==> config.mk <==
export PLATFORM = sky130hd
export DESIGN_NAME = adc_ladder_keypad_decoder_top
export DESIGN_NICKNAME = d
export VERILOG_FILES = /design/src/hw/rtl/akd_pkg.sv /design/src/hw/rtl/akd_front.sv /design/src/hw/rtl/akd_queue.sv /design/src/hw/rtl/akd_back.sv /design/src/hw/rtl/adc_ladder_keypad_decoder_top.sv
export SDC_FILE = /design/constraint.sdc
export NUM_CORES = 1
export LEC_CHECK = 0
export ABC_AREA = 1
export ABC_CLOCK_PERIOD_IN_PS = 8750
export BUFFER_PORTS_ARGS = -buffer_cell sky130_fd_sc_hd__buf_2
export CORE_UTILIZATION = 55
export CTS_CLUSTER_SIZE = 12
export DETAILED_ROUTE_END_ITERATION = 8
export MAX_ROUTING_LAYER = met4
export PLACE_DENSITY = 0.73
export SLEW_MARGIN = 20
export SYNTH_ARGS = -nofsm -noshare
export SYNTH_HDL_FRONTEND = slang
export SYNTH_HIERARCHICAL = 1
export SYNTH_SLANG_ARGS = --single-unit
==> constraint.sdc <==
create_clock -name clk -period 8.75 [get_ports clk]
set_input_delay 0.875 -clock clk [delete_from_list [all_inputs] [get_ports clk]]
set_output_delay 0.875 -clock clk [all_outputs]
set_load 0.02 [all_outputs]
==> src/hw/rtl/akd_pkg.sv <==
// ----------------------------------------------------------------------------
// akd_pkg
// Shared constants, types and reset values for the ladder keypad decoder.
// ----------------------------------------------------------------------------
package akd_pkg;

    // Converter and scaling
    localparam int ADC_BITS      = 10;
    localparam int ADC_MAX       = (1 << ADC_BITS) - 1;   // divisor is 2^k - 1
    localparam int FULL_SCALE_MV = 1800;
    localparam int WINDOW_MV     = 100;
    localparam int NUM_BUTTONS   = 8;

    // Widths
    localparam int SAMPLE_W   = ADC_BITS;
    localparam int MV_W       = $clog2(FULL_SCALE_MV + 1);
    localparam int PROD_W     = SAMPLE_W + MV_W;
    localparam int QEST_W     = PROD_W - ADC_BITS;
    localparam int REM_W      = QEST_W + 2;
    localparam int LEVEL_W    = 11;
    localparam int CMP_W      = LEVEL_W + 1;
    localparam int BTN_W      = 3;
    localparam int NUM_LEVELS = 8;

    // Register file / APB
    localparam int REG_IDX_W = $clog2(NUM_LEVELS);
    localparam int PADDR_W   = REG_IDX_W + 2;
    localparam int PDATA_W   = 32;

    // Queue between classifier and event logic
    localparam int QDEPTH  = 4;
    localparam int QPTR_W  = $clog2(QDEPTH);
    localparam int QCNT_W  = $clog2(QDEPTH + 1);
    localparam int CRED_W  = QCNT_W + 1;

    typedef logic [LEVEL_W-1:0]        level_t;
    typedef level_t [NUM_LEVELS-1:0]   level_arr_t;

    localparam level_arr_t LEVEL_RESET = {
        LEVEL_W'(600),  LEVEL_W'(400),  LEVEL_W'(1800), LEVEL_W'(1400),
        LEVEL_W'(1200), LEVEL_W'(1000), LEVEL_W'(1600), LEVEL_W'(800)
    };

    // Classified sample: which button window (if any) the sample fell in
    typedef struct packed {
        logic             hit;
        logic [BTN_W-1:0] idx;
    } class_t;

    // Queue occupancy seen by both sides
    typedef struct packed {
        logic [QCNT_W-1:0] count;
        logic              empty;
    } q_status_t;

endpackage

==> src/hw/rtl/akd_front.sv <==
// ----------------------------------------------------------------------------
// akd_front
// Sample intake: scale to millivolts, window compare, priority pick.
// ----------------------------------------------------------------------------
module akd_front
    import akd_pkg::*;
(
    input  logic                clk,
    input  logic                rst_n,
    input  logic [SAMPLE_W-1:0] adc_sample,
    input  logic                in_valid,
    output logic                in_ready,
    input  level_arr_t          levels,
    input  q_status_t           q_status,
    output logic                push,
    output class_t              push_data
);

    logic              v1_reg, v1_next;
    logic              v2_reg, v2_next;
    logic [PROD_W-1:0] prod_reg;
    logic [MV_W-1:0]   mv_reg;
    logic [MV_W-1:0]   mv_next;
    logic [QEST_W-1:0] q_est;
    logic [REM_W-1:0]  rem;
    logic [CRED_W-1:0] credit;
    logic              accept;

    // Items in flight plus queued must fit the queue
    assign credit   = CRED_W'(q_status.count) + CRED_W'(v1_reg) + CRED_W'(v2_reg);
    assign in_ready = (credit < CRED_W'(QDEPTH));
    assign accept   = in_valid & in_ready;

    assign v1_next = accept;
    assign v2_next = v1_reg;

    // Divide by 2^k - 1: estimate by shift, remainder = low bits + estimate,
    // then correct by up to two.
    always_comb
    begin
        q_est = prod_reg[PROD_W-1:ADC_BITS];
        rem   = REM_W'(prod_reg[ADC_BITS-1:0]) + REM_W'(q_est);
        if (rem >= REM_W'(2 * ADC_MAX))
            mv_next = MV_W'(q_est + QEST_W'(2));
        else if (rem >= REM_W'(ADC_MAX))
            mv_next = MV_W'(q_est + QEST_W'(1));
        else
            mv_next = MV_W'(q_est);
    end

    always_ff @(posedge clk or negedge rst_n)
    begin
        if (!rst_n)
        begin
            v1_reg <= 1'b0;
            v2_reg <= 1'b0;
        end
        else
        begin
            v1_reg <= v1_next;
            v2_reg <= v2_next;
        end
    end

    always_ff @(posedge clk)
    begin
        if (accept)
            prod_reg <= PROD_W'(adc_sample) * PROD_W'(FULL_SCALE_MV);
        if (v1_reg)
            mv_reg <= mv_next;
    end

    // Open window (level - W, level + W); lowest index wins
    always_comb
    begin
        push_data = '0;
        for (int i = NUM_BUTTONS - 1; i >= 0; i--)
        begin
            if ((CMP_W'(mv_reg) + CMP_W'(WINDOW_MV) > CMP_W'(levels[i])) &&
                (CMP_W'(mv_reg) < CMP_W'(levels[i]) + CMP_W'(WINDOW_MV)))
            begin
                push_data.hit = 1'b1;
                push_data.idx = BTN_W'(i);
            end
        end
    end

    assign push = v2_reg;

    a_credit_bound: assert property (@(posedge clk) disable iff (!rst_n)
        credit <= CRED_W'(QDEPTH))
        else $error("front: items in flight exceed queue room");

endmodule

==> src/hw/rtl/akd_queue.sv <==
// ----------------------------------------------------------------------------
// akd_queue
// Small FIFO of classified samples between intake and event logic.
// ----------------------------------------------------------------------------
module akd_queue
    import akd_pkg::*;
(
    input  logic      clk,
    input  logic      rst_n,
    input  logic      push,
    input  class_t    push_data,
    input  logic      pop,
    output class_t    pop_data,
    output q_status_t q_status
);

    class_t              mem_reg [QDEPTH];
    logic [QPTR_W-1:0]   wr_ptr_reg, wr_ptr_next;
    logic [QPTR_W-1:0]   rd_ptr_reg, rd_ptr_next;
    logic [QCNT_W-1:0]   count_reg, count_next;

    always_comb
    begin
        wr_ptr_next = push ? wr_ptr_reg + QPTR_W'(1) : wr_ptr_reg;
        rd_ptr_next = pop  ? rd_ptr_reg + QPTR_W'(1) : rd_ptr_reg;
        count_next  = count_reg + QCNT_W'(push) - QCNT_W'(pop);
    end

    always_ff @(posedge clk or negedge rst_n)
    begin
        if (!rst_n)
        begin
            wr_ptr_reg <= '0;
            rd_ptr_reg <= '0;
            count_reg  <= '0;
        end
        else
        begin
            wr_ptr_reg <= wr_ptr_next;
            rd_ptr_reg <= rd_ptr_next;
            count_reg  <= count_next;
        end
    end

    always_ff @(posedge clk)
    begin
        if (push)
            mem_reg[wr_ptr_reg] <= push_data;
    end

    assign pop_data       = mem_reg[rd_ptr_reg];
    assign q_status.count = count_reg;
    assign q_status.empty = (count_reg == '0);

    a_no_overflow: assert property (@(posedge clk) disable iff (!rst_n)
        push |-> (count_reg < QCNT_W'(QDEPTH)))
        else $error("queue: push while full");

    a_no_underflow: assert property (@(posedge clk) disable iff (!rst_n)
        pop |-> (count_reg != '0))
        else $error("queue: pop while empty");

endmodule

==> src/hw/rtl/akd_back.sv <==
// ----------------------------------------------------------------------------
// akd_back
// Held-button tracking and press/release event output register.
// ----------------------------------------------------------------------------
module akd_back
    import akd_pkg::*;
(
    input  logic             clk,
    input  logic             rst_n,
    input  q_status_t        q_status,
    input  class_t           pop_data,
    output logic             pop,
    output logic             out_valid,
    input  logic             out_ready,
    output logic [BTN_W-1:0] button,
    output logic             is_press
);

    logic             held_valid_reg, held_valid_next;
    logic [BTN_W-1:0] held_index_reg, held_index_next;
    logic             out_valid_reg, out_valid_next;
    logic [BTN_W-1:0] button_reg, button_next;
    logic             is_press_reg, is_press_next;
    logic             emit;

    assign pop = !q_status.empty && (!out_valid_reg || out_ready);

    always_comb
    begin
        held_valid_next = held_valid_reg;
        held_index_next = held_index_reg;
        button_next     = button_reg;
        is_press_next   = is_press_reg;
        emit            = 1'b0;
        if (pop)
        begin
            if (pop_data.hit && !held_valid_reg)
            begin
                emit            = 1'b1;
                button_next     = pop_data.idx;
                is_press_next   = 1'b1;
                held_valid_next = 1'b1;
                held_index_next = pop_data.idx;
            end
            else if (held_valid_reg &&
                     !(pop_data.hit && (pop_data.idx == held_index_reg)))
            begin
                // other button or nothing: release, go idle
                emit            = 1'b1;
                button_next     = held_index_reg;
                is_press_next   = 1'b0;
                held_valid_next = 1'b0;
            end
        end
        out_valid_next = pop ? emit : (out_valid_reg && !out_ready);
    end

    always_ff @(posedge clk or negedge rst_n)
    begin
        if (!rst_n)
        begin
            held_valid_reg <= 1'b0;
            held_index_reg <= '0;
            out_valid_reg  <= 1'b0;
        end
        else
        begin
            held_valid_reg <= held_valid_next;
            held_index_reg <= held_index_next;
            out_valid_reg  <= out_valid_next;
        end
    end

    always_ff @(posedge clk)
    begin
        button_reg   <= button_next;
        is_press_reg <= is_press_next;
    end

    assign out_valid = out_valid_reg;
    assign button    = button_reg;
    assign is_press  = is_press_reg;

    a_press_sets_held: assert property (@(posedge clk) disable iff (!rst_n)
        (pop && pop_data.hit && !held_valid_reg) |=>
            (held_valid_reg && out_valid_reg && is_press_reg &&
             (held_index_reg == button_reg)))
        else $error("back: press did not latch held button");

    a_release_of_held: assert property (@(posedge clk) disable iff (!rst_n)
        (pop && held_valid_reg &&
         !(pop_data.hit && (pop_data.idx == held_index_reg))) |=>
            (out_valid_reg && !is_press_reg && !held_valid_reg &&
             (button_reg == $past(held_index_reg))))
        else $error("back: release does not name held button");

endmodule

==> src/hw/rtl/adc_ladder_keypad_decoder_top.sv <==
// ----------------------------------------------------------------------------
// adc_ladder_keypad_decoder_top
// Resistor-ladder keypad decoder: ADC sample in, press/release events out.
//
//   Channel  Handshake            Payload                 Dir
//   -------  -------------------  ----------------------  ---
//   config   psel/penable/pready  paddr, pwdata, prdata   in
//   sample   in_valid/in_ready    adc_sample[9:0]         in
//   event    out_valid/out_ready  button[2:0], is_press   out
//
// One sample transfer per clock sustained while out_ready keeps up. The
// product is taken on the transfer edge; the sample then passes through
// the millivolt register, the queue and the event register. The event
// side drains the queue one entry a cycle unless an event waits on
// out_ready; the queue then fills and in_ready drops once the queue plus
// the two intake stages would overflow. Reset clears handshake state, the
// held button and reloads the level registers; no clearing pass.
// ----------------------------------------------------------------------------
module adc_ladder_keypad_decoder_top
    import akd_pkg::*;
(
    input  logic                clk,
    input  logic                rst_n,
    // APB-style config port
    input  logic                psel,
    input  logic                penable,
    input  logic                pwrite,
    input  logic [PADDR_W-1:0]  paddr,
    input  logic [PDATA_W-1:0]  pwdata,
    output logic [PDATA_W-1:0]  prdata,
    output logic                pready,
    // sample channel
    input  logic [SAMPLE_W-1:0] adc_sample,
    input  logic                in_valid,
    output logic                in_ready,
    // event channel
    output logic [BTN_W-1:0]    button,
    output logic                is_press,
    output logic                out_valid,
    input  logic                out_ready
);

    level_arr_t           levels_reg, levels_next;
    logic [REG_IDX_W-1:0] reg_idx;
    logic                 cfg_wr;

    q_status_t q_status;
    logic      push;
    class_t    push_data;
    logic      pop;
    class_t    pop_data;

    // Config registers: level i at byte address 4*i, low 11 bits kept.
    // Written only while the decoder is idle, a rule on the user that the
    // block does not enforce; so no hazard with the classifier reading them.
    assign pready  = 1'b1;
    assign reg_idx = paddr[REG_IDX_W+1:2];
    assign cfg_wr  = psel && penable && pwrite && pready;
    assign prdata  = PDATA_W'(levels_reg[reg_idx]);

    always_comb
    begin
        levels_next = levels_reg;
        if (cfg_wr)
            levels_next[reg_idx] = pwdata[LEVEL_W-1:0];
    end

    always_ff @(posedge clk or negedge rst_n)
    begin
        if (!rst_n)
            levels_reg <= LEVEL_RESET;
        else
            levels_reg <= levels_next;
    end

    // Intake: scale and classify, push into the queue
    akd_front u_front (
        .clk        (clk),
        .rst_n      (rst_n),
        .adc_sample (adc_sample),
        .in_valid   (in_valid),
        .in_ready   (in_ready),
        .levels     (levels_reg),
        .q_status   (q_status),
        .push       (push),
        .push_data  (push_data)
    );

    // Decouples intake from event-side backpressure
    akd_queue u_queue (
        .clk        (clk),
        .rst_n      (rst_n),
        .push       (push),
        .push_data  (push_data),
        .pop        (pop),
        .pop_data   (pop_data),
        .q_status   (q_status)
    );

    // Held-button state and event register
    akd_back u_back (
        .clk        (clk),
        .rst_n      (rst_n),
        .q_status   (q_status),
        .pop_data   (pop_data),
        .pop        (pop),
        .out_valid  (out_valid),
        .out_ready  (out_ready),
        .button     (button),
        .is_press   (is_press)
    );

endmodule
Yosys cells after proc, flatten, opt, wreduce, memory -nomap -nowiden:

Memories as Yosys holds them, arrays and structs flattened.
Index checks and enable logic that the tools add are counted.

* memories: 1
* output and inout bits: 39
* logic and storage cells: 113
* bits in latches: 0
* bits in registers: 135
* ROM bits: 0
* bits of input ports: 54
* bits in writable memories: 16

* muxes and demuxes: 24
* eq/ne operators: 1
* $add $sub $neg: 18
* multipliers: 1
* div/mod/pow operators: 0
* shift-type cells: 0
* reductions and logical operators: 26
* bitwise gates (word level): 1
* order comparisons: 21

Memories
* u_queue.mem_reg: words 4, bits a word 4, read ports 1, clocked after memory_dff 0, wr ports 1, line akd_queue.sv:17 `class_t mem_reg [QDEPTH];`

Operator list (number)
* 11-bit by 7-bit adder with 12-bit output, second input constant: 9
* 12-bit by 11-bit greater-than comparator with 1-bit output: 8
* 11-bit by 12-bit < comparator with 1-bit output: 8
* 88-bit bitwise mux: 1
* 11-bit 2-to-1 mux: 4
* 11-bit binary-select mux with 3-bit select: 1
* 11-bit demux with 3-bit select: 1
* 4-bit 2-to-1 mux: 8
* 10-bit by 8-bit multiplier with 18-bit output, second input constant: 1
* 1-bit logical AND: 16
* 13-bit by 10-bit >= comparator with 1-bit output, second input constant: 1
* 13-bit by 11-bit >= comparator with 1-bit output, second input constant: 1
* 10-bit by 11-bit adder with 12-bit output: 1
* 11-bit by 1-bit adder with 11-bit output, second input constant: 1
* 11-bit by 2-bit adder with 11-bit output, second input constant: 1
* 1-bit 2-to-1 mux: 7
* 3-bit 2-to-1 mux: 2
* 1-bit logical NOT: 5
* 2-bit by 1-bit adder with 2-bit output, second input constant: 2
* 3-bit by 1-bit adder with 4-bit output: 1
* 4-bit by 1-bit adder with 4-bit output: 1
* 3-bit by 4-bit < comparator with 1-bit output, second input constant: 1
* 4-bit by 3-bit < comparator with 1-bit output, second input constant: 1
* 2-bit AND reduction: 2
* 8 further kinds: 8

Depth between registers and ports, before layout:

Gate-level depths: netlist of run 1.

* word-level depth: 11
* mapped depth: 20
* gate-level depth less buffers: 20

Cells and area by module:

The synthesis of run 1 kept the hierarchy.

Modules (own cells, without submodules)
* akd_front: times used 1, seq. area each 920.9 um^2, area each 8366.8 um^2, cells an instance 1191
* adc_ladder_keypad_decoder_top: times used 1, seq. area each 2243.4 um^2, area each 4669.5 um^2, cells an instance 644
* akd_queue: times used 1, seq. area each 655.6 um^2, area each 1082.3 um^2, cells an instance 107
* akd_back: times used 1, seq. area each 245.2 um^2, area each 442.9 um^2, cells an instance 51

Worst setup path after synthesis of run 1:

OpenSTA, ideal clock, no wires.

* path type: input -> register
* start: input adc_sample[2]
* end: register u_front.prod_reg[17] (data pin)
* data arrival time: 3746 ps
* path slack: 4739 ps
* path buffers: 0
* required time: 8485 ps
* library setup time: 265 ps
* stages on the path: 16
* path through: fa_1 ha_1 inv_1 fa_1 inv_1 ha_1 ha_1 a21oi_1 nand2_1 nand2_1 nand2_1 a21oi_1 inv_1 a21oi_1 o21ai_0 xor2_1

* longest elaborated chain between the ends: 1

RTL lines
* start: declaration: line adc_ladder_keypad_decoder_top.sv:33 `input logic [SAMPLE_W-1:0] adc_sample,`
* 10-bit by 8-bit multiplier with 18-bit output: line akd_front.sv:68 `prod_reg <= PROD_W'(adc_sample) * PROD_W'(FULL_SCALE_MV);`
* end signal: assignment: line akd_front.sv:68
* end: declaration: line akd_front.sv:21 `logic [PROD_W-1:0] prod_reg;`

No other way between the ends.
A chain may end at the register's enable or synchronous reset.

==> flow_summary_export.csv, run 1 <==
group,metric,value,unit
global_route,grt.overflow.total,0,
final_layout,area_growth_syn_to_layout,6.651,%
yosys,synth-edff-count,49,
critical_path,critPathMostFrequentCell,"nor2_1",
sta,rsz0062_at_grt,"no",
final_layout,multi_input_comb_area,9256,sq um
yosys,yosysTopAreaCell,"ha_1",
final_layout,largest_reg_flops,88,
clock_tree,number_of_sinks_on_the_clock_net,151,
critical_path,startpoint_type,"register",
sta,max_freq,0.2459,GHz
critical_path,crit_path_end_kind,"register",
clock_tree,worst_skew_pair.late_latency,0.42,ns
sta,fin_setup_tns,0,ns
final_layout,fill_cell_instance_count_of_the_final_layout,2392,
critical_path,cp_max_fo,10,
floorplan,core_area,25980,sq um
critical_path,timing.critical_path.cells,"buf_4 -> inv_1 -> nor2_1 -> xnor2_2 -> ha_1 -> a21oi_1 -> nor2_1 -> a211oi_1 -> nor2_1 -> nor2_1 -> nand2_1 -> nand2_1 -> nor2_1 -> nor2_1 -> inv_1 -> a21oi_1",
clock_tree,cts_inserted_buffers,17,
global_route,grt_first_pass_wirelength,62930,microns
drt,dr.first_iter.drc_count,1030,
floorplan,floorplan.initialDensity,56.04,%
floorplan,ios,93,
global_route,number_of_antenna_violations_at_the_first_check_in_global_routing,0,
drt,vias,13200,
sta,timing.slew.headroom,36.15,%
clock_tree,clk_pin_slew_worst_paths,0.07,ns
final_layout,seqCellArea,4065,sq um
yosys,synth_area_leaders,"ha_1 (20%), nand2_1 (18%), dfrtp_1 (12%), edfxtp_1 (10%), dfstp_2 (6.0%)",
yosys,ys_types,51,
placement,rd_place_congestion,0.9314,
placement,dp_slack,4.402,ns
yosys,syn_inst,1993,
drt,routedWlPerCell,16.90,microns
yosys,netlist.area_leader.share,19.68,%
floorplan,std_cell_rows,59,
final_layout,share_of_layout_cells_above_drive_strength_1,8.075,%
clock_tree,cts_hold_buffers,0,
final_layout,diodes,0,
drt,wl,39980,microns
sta,finalHoldViolations,0,
critical_path,worst_ep_required_time,8.95,ns
sta,timing.final.crit_share,46.48,%
flow_run,maxCapViolations,0,
global_route,pin_count_of_the_biggest_net_entering_global_routing,63,
placement,port_buffers,47,
yosys,ys.flop_type,"dfrtp_1",
floorplan,die_y,164.7,microns
final_layout,fin_nets,2315,
sta,timing.final.crit_period,4.067,ns
sta,final_critical_path_setup_slack,4.683,ns
yosys,post_synth_instance_area,14560,sq um
critical_path,cp.arrival,4.27,ns
critical_path,crit_slowest_cell,"xnor2_2",
hold_path,worstHoldPathType,"primary input to async pin",
floorplan,chipWidth,164.7,microns
clock_tree,max-clock-path-buffers,2,
drt,avgViaCountPerCell,5.580,
clock_tree,ctsHtreeMaxLevel,4,
pwr,power.ir.vdd_worst,0.1847,mV
sta,whs,0.4255,ns
critical_path,crit_type,"register to register",
global_route,gr-usage-all-layers,31.40,%
outcome,run_status,"complete, no violations",
global_route,first_global_vias,12210,
yosys,count_of_yosys_warnings_during_synthesis,6,
clock_tree,tritoncts_clock_tree,"yes",
final_layout,post-route-util,59.77,%
yosys,async_flop_share,67.55,%
yosys,synth.ff_latch_count,151,
pwr,powerDensity,328.2,nW/um^2
sta,setup_viol_count_final,0,
clock_tree,clockRootBuffer,"clkbuf_16",
drt,drtPass1Iterations,8,
clock_tree,cts_setup_buffers,0,
yosys,synth-seq-area-share,27.92,%
clock_tree,cts_repair_resize_count,0,
pwr,leakagePower,8.184,nW
drt,drc,0,
critical_path,slowest_delay,0.74,ns
placement,hpwl,29180,microns
floorplan,design.die.area,27130,sq um
sta,worst-slew-pin-transition,0.9577,ns
yosys,postSynthAreaPerCell,7.306,sq um
sta,timing.final.max_slew_violations,0,
sta,fin_worst_skew,0.01114,ns
drt,postRouteAntennaNets,0,
-- cell usage after synthesis (2+ instances only) --
cell / n
a21oi_1: 86
a21o_1: 5
ha_1: 229
nand3_1: 87
o21a_1: 3
edfxtp_1: 49
buf_2: 14
o21ai_1: 32
nand2_2: 10
a211oi_1: 5
nand4_1: 32
dfstp_2: 33
or2_2: 2
o211ai_1: 5
nand3b_1: 7
xnor2_1: 21
a21oi_2: 11
clkbuf_2: 3
buf_6: 4
nor3_1: 11
buf_4: 34
conb_1: 2
inv_2: 5
clkbuf_1: 13
xor2_1: 62
o21ai_0: 70
o21bai_1: 5
nor2_2: 6
nor2_1: 123
nand2_1: 687
dfrtp_1: 69
and2_1: 3
o2111ai_1: 2
fa_1: 14
inv_1: 231
a31oi_1: 2
nand3_2: 2
-- layout make-up --
cell class | instances | area share, %
timing repair buffer | 55 | 1.918
clock buffer | 18 | 2.900
inverter | 237 | 5.728
tap | 335 | 2.699
multi-input combinational | 1556 | 59.60
clock inverter | 14 | 0.9749
sequential | 151 | 26.18
-- layer usage --
metal  wire length [microns]  up-vias  GRT usage (%)
li1                        -     6452              -
met1                   17510     6101          41.51
met2                   17570      532          47.31
met3                    3083      117          4.495
met4                    1806        0          15.01
met5                       0        -              -
-- path summary, 6_finish.rpt --
path | start | endpoint | slack (ns) | cells past startpoint
setup / recovery | u_front/mv_reg[2] | u_queue/mem_reg[0][1] | 4.68 | 16
hold / removal | rst_n | u_front/push | 0.43 | 1
setup reg to reg | u_front/mv_reg[2] | u_queue/mem_reg[0][1] | 4.68 | 16
hold reg to reg | u_back/held_valid_reg | u_back/held_valid_reg | 0.48 | 2
max in group asynchronous | rst_n | levels_reg[7] | 7.08 | 2
min in group clk | u_back/held_valid_reg | u_back/held_valid_reg | 0.48 | 2
-- worst max-delay path, delay by kind of cell (launching register included) --
| family | cells | cell delay (ns) |
|---|---|---|
| and+or+nand+nor | 8 | 0.88 |
| DFF | 1 | 0.36 |
| xor gates and xnor gates | 1 | 0.74 |
| buffers and inverters | 3 | 0.85 |
| AOI/OAI and AO/OA | 3 | 0.62 |
| adders and majority gates | 1 | 0.40 |
-- through the flow --
stage	cells	cell area [sq um]	total power [W]
final	2366	15530	0.005097
after floorplan	2013	14640	0.003410
after global placement	2334	14930	0.004109
after CTS	2366	15530	0.005058
after global routing	2366	15530	0.005572
after detailed placement	2334	14930	0.004263
-- report_power, final --
part	total [W]	switching [W]	internal, W	leakage, nW
clock	0.000766	0.000343	0.000423	0.297
combinational	0.00294	0.00185	0.00110	6.21
sequential	0.00139	0.000357	0.00103	1.68
total	0.00510	0.00255	0.00255	8.18
-- cells by family (layout without fill, tap and decap cells) --
| group | Yosys count | in the layout | synth area share (%) |
|---|---|---|---|
| fa+ha+maj | 243 | 243 | 21.60 |
| buf+inv | 306 | 324 | 9.117 |
| compound gates | 229 | 229 | 8.747 |
| xor+xnor | 83 | 83 | 4.992 |
| other cells | 2 | 22 | 0.05157 |
| simple gates | 979 | 979 | 27.57 |
| flops | 151 | 151 | 27.92 |
-- placed cells by master, fill, tap and decap left out, types with 49 or more instances in the layout --
cell type    n
nand2_1    687
inv_1      231
ha_1       229
nor2_1     123
nand3_1     87
a21oi_1     86
o21ai_0     70
dfrtp_1     69
xor2_1      62
edfxtp_1    49
Power figures use the tool's default switching activity.
==> run 2, diff against run 1 <==
--- a/config.mk
+++ b/config.mk
@@ -5,14 +5,14 @@
 export SDC_FILE = /design/constraint.sdc
 export NUM_CORES = 1
 export LEC_CHECK = 0
-export ABC_AREA = 1
-export ABC_CLOCK_PERIOD_IN_PS = 8750
+export ABC_AREA = 0
+export ABC_CLOCK_PERIOD_IN_PS = 3400
 export BUFFER_PORTS_ARGS = -buffer_cell sky130_fd_sc_hd__buf_2
 export CORE_UTILIZATION = 55
 export CTS_CLUSTER_SIZE = 12
 export DETAILED_ROUTE_END_ITERATION = 8
 export MAX_ROUTING_LAYER = met4
-export PLACE_DENSITY = 0.73
+export PLACE_DENSITY = 0.77
 export SLEW_MARGIN = 20
 export SYNTH_ARGS = -nofsm -noshare
 export SYNTH_HDL_FRONTEND = slang
==> constraint.sdc (replaced) <==
create_clock -name clk -period 3.4 [get_ports clk]
set_input_delay 0.34 -clock clk [delete_from_list [all_inputs] [get_ports clk]]
set_output_delay 0.34 -clock clk [all_outputs]
set_load 0.02 [all_outputs]
==> run 2 against run 1 <==
  * Routed wire length fell by 8.1%
  * Count of clock-buffer cells in the layout did not move
  * Worst hold slack got worse by 0.32 ns
  * Register-to-register slack got worse by 4.6 ns
  * Die area fell by 9.1%
  * Combinational power rose by 140%
  * First-iteration DRC count fell by 6.9%
  * Area after synthesis fell by 9.2%
  * Utilization rose by 5.0 points
  * Critical endpoint is now u_queue/mem_reg[1][3]
  * Largest power group unchanged
==> flow_summary_export.csv, run 2 <==
group,metric,value,unit
floorplan,chipWidth,157.1,microns
sta,timing.final.max_slew_violations,0,
clock_tree,clockRootBuffer,"clkbuf_16",
critical_path,timing.critical_path.cells,"buf_4 -> a311oi_4 -> nor2_4 -> xor2_2 -> buf_4 -> ha_1 -> a2111oi_1 -> nand2_1 -> o21a_1 -> o21a_1 -> nor4_2 -> nand2_2",
drt,avgViaCountPerCell,6.171,
sta,whs,0.1008,ns
placement,hpwl,27260,microns
global_route,grt_first_pass_wirelength,56650,microns
hold_path,hold_depth,2,
placement,port_buffers,47,
floorplan,std_cell_rows,56,
flow_run,maxCapViolations,0,
floorplan,design.die.area,24670,sq um
final_layout,layout.cells.non_filler,1691,
floorplan,die_y,157.1,microns
yosys,ys_types,76,
critical_path,worst_ep_required_time,3.57,ns
critical_path,timing.reg2reg.worst_path_depth,12,
final_layout,fin_area,15250,sq um
clock_tree,cts_inserted_buffers,17,
global_route,pin_count_of_the_biggest_net_entering_global_routing,53,
yosys,async_flop_share,67.55,%
yosys,synth-seq-area-share,30.74,%
yosys,synth.cells.most_frequent,"ha_1 (229), inv_1 (117), mux2_2 (95)",
drt,vias,10440,
global_route,gr-usage-all-layers,31.69,%
placement,rd_place_congestion,0.9920,
clock_tree,worst_skew_pair.late_latency,0.45,ns
critical_path,cp_num_cells,12,
clock_tree,ctsHtreeMaxLevel,4,
yosys,synth_area_leaders,"ha_1 (22%), dfrtp_1 (13%), edfxtp_1 (11%), mux2_2 (8.1%), dfstp_2 (6.6%)",
sta,max_freq,0.2975,GHz
global_route,grt.overflow.total,0,
critical_path,crit_path_end_kind,"register",
drt,drtPass1Iterations,5,
yosys,netlist.area_leader.share,21.67,%
yosys,yosysTopAreaCell,"ha_1",
outcome,run_status,"complete, no violations",
critical_path,startpoint_type,"register",
pwr,power.ir.vdd_worst,0.4886,mV
sta,timing.final.crit_period,3.361,ns
pwr,leakagePower,6.886,nW
final_layout,fin_nets,1656,
clock_tree,number_of_sinks_on_the_clock_net,151,
drt,dr.first_iter.drc_count,959,
yosys,postSynthAreaPerCell,10.85,sq um
yosys,yosysMostFrequentCell,"ha_1",
placement,dpl_cell_area,14290,sq um
sta,worst-slew-pin-transition,0.8800,ns
critical_path,worst-path-buf-inv,2,
yosys,syn_inst,1219,
final_layout,share_of_layout_cells_above_drive_strength_1,29.37,%
critical_path,cp.arrival,3.53,ns
floorplan,core_area,23540,sq um
floorplan,floorplan.initialDensity,56.17,%
final_layout,largest_reg_flops,88,
yosys,synth.ff_latch_count,151,
critical_path,cp_max_fo,4,
critical_path,crit_family,"compound AO/OA/AOI/OAI gates",
drt,wl,36730,microns
final_layout,area_growth_syn_to_layout,15.35,%
clock_tree,tritoncts_clock_tree,"yes",
drt,routedWlPerCell,21.72,microns
global_route,number_of_antenna_violations_at_the_first_check_in_global_routing,0,
critical_path,slowest_delay,0.40,ns
floorplan,ios,93,
pwr,powerDensity,784.9,nW/um^2
yosys,count_of_yosys_warnings_during_synthesis,6,
hold_path,worstHoldPathType,"primary input to register",
sta,setup_viol_count_final,0,
clock_tree,max-clock-path-buffers,2,
final_layout,post-route-util,64.79,%
drt,drc,0,
final_layout,layout.cells.most_common_list,"ha_1 (223), inv_1 (116), mux2_2 (95), buf_4 (93), xnor2_1 (74)",
sta,fin_worst_skew,0.01467,ns
final_layout,most_frequent_standard_cell_in_the_layout_excluding_fill_and_tap_cells,"ha_1",
sta,finalHoldViolations,0,
critical_path,crit_type,"register to register",
drt,postRouteAntennaNets,0,
yosys,synth-edff-count,49,
sta,timing.final.crit_share,98.86,%
clock_tree,clk_pin_slew_worst_paths,0.07,ns
critical_path,crit_slowest_cell,"a311oi_4",
placement,placed_cells,1642,
yosys,post_synth_instance_area,13220,sq um
final_layout,diodes,0,
sta,timing.slew.headroom,41.33,%
yosys,ys.flop_type,"dfrtp_1",
global_route,first_global_vias,10600,
-- run 2: cell type report --
cell class | instances | area (sq um)
clock inverter | 14 | 140.1
fill | 1819 | 8289
sequential | 151 | 4065
multi-input combinational | 931 | 8831
inverter | 117 | 439.2
timing repair buffer | 141 | 949.7
clock buffer | 18 | 429.2
tap | 319 | 399.1
-- run 2: through the flow --
step,power [W],setup TNS [ns],setup WS (ns)
2_1_floorplan,0.007370,-0.06990,-0.06990
3_3_place_gp,0.009151,-0.8721,-0.2293
3_5_place_dp,0.009433,-1.801,-0.3102
4_1_cts,0.01140,-0.02782,-0.008189
5_1_grt,0.01283,-1.113,-0.1162
6_report,0.01197,0,0.03882
-- run 2: cell families (layout without fill, tap and decap cells) --
group | count (synthesis) | count (layout) | synth area share, %
other cells | 2 | 22 | 0.05679
flops | 151 | 151 | 30.74
xor+xnor | 91 | 91 | 6.027
fa+ha+maj | 243 | 243 | 23.79
buf+inv | 157 | 290 | 5.469
mux | 133 | 133 | 13.62
simple gates | 226 | 226 | 9.320
compound gates | 216 | 216 | 10.99
-- run 2: path summary, 6_finish.rpt --
path / startpoint / endpoint / slack (ns)
min reg2reg: u_back/out_valid / u_back/out_valid / 0.54
max reg2reg: u_front/mv_reg[3] / u_queue/mem_reg[1][3] / 0.04
max in group asynchronous: rst_n / levels_reg[8] / 1.97
min: out_ready / u_back/out_valid / 0.10
max: u_front/mv_reg[3] / u_queue/mem_reg[1][3] / 0.04
min in group asynchronous: rst_n / levels_reg[77] / 0.52
-- run 2: repair_timing --
item                                    4_1_cts  5_1_grt
setup buffers                                 1       15
hold buffers                                  1        0
endpoints found under the hold margin        31        0
endpoints found under the setup margin       16       21
gates resized for setup                       4       45
pin swaps                                     0       19
-- run 2: layer usage --
layer  GRT usage [%]  vias up  wire [microns]
met5               -        -               0
met4           20.71        0            2341
met3           5.121      168            2578
met2           50.73      465           17340
met1           37.09     5075           14470
li1                -     4727               -
-- run 2: power breakdown --
part	switching, W	internal, W
Sequential	0.000590	0.00258
Combinational	0.00380	0.00317
Clock	0.000863	0.000970
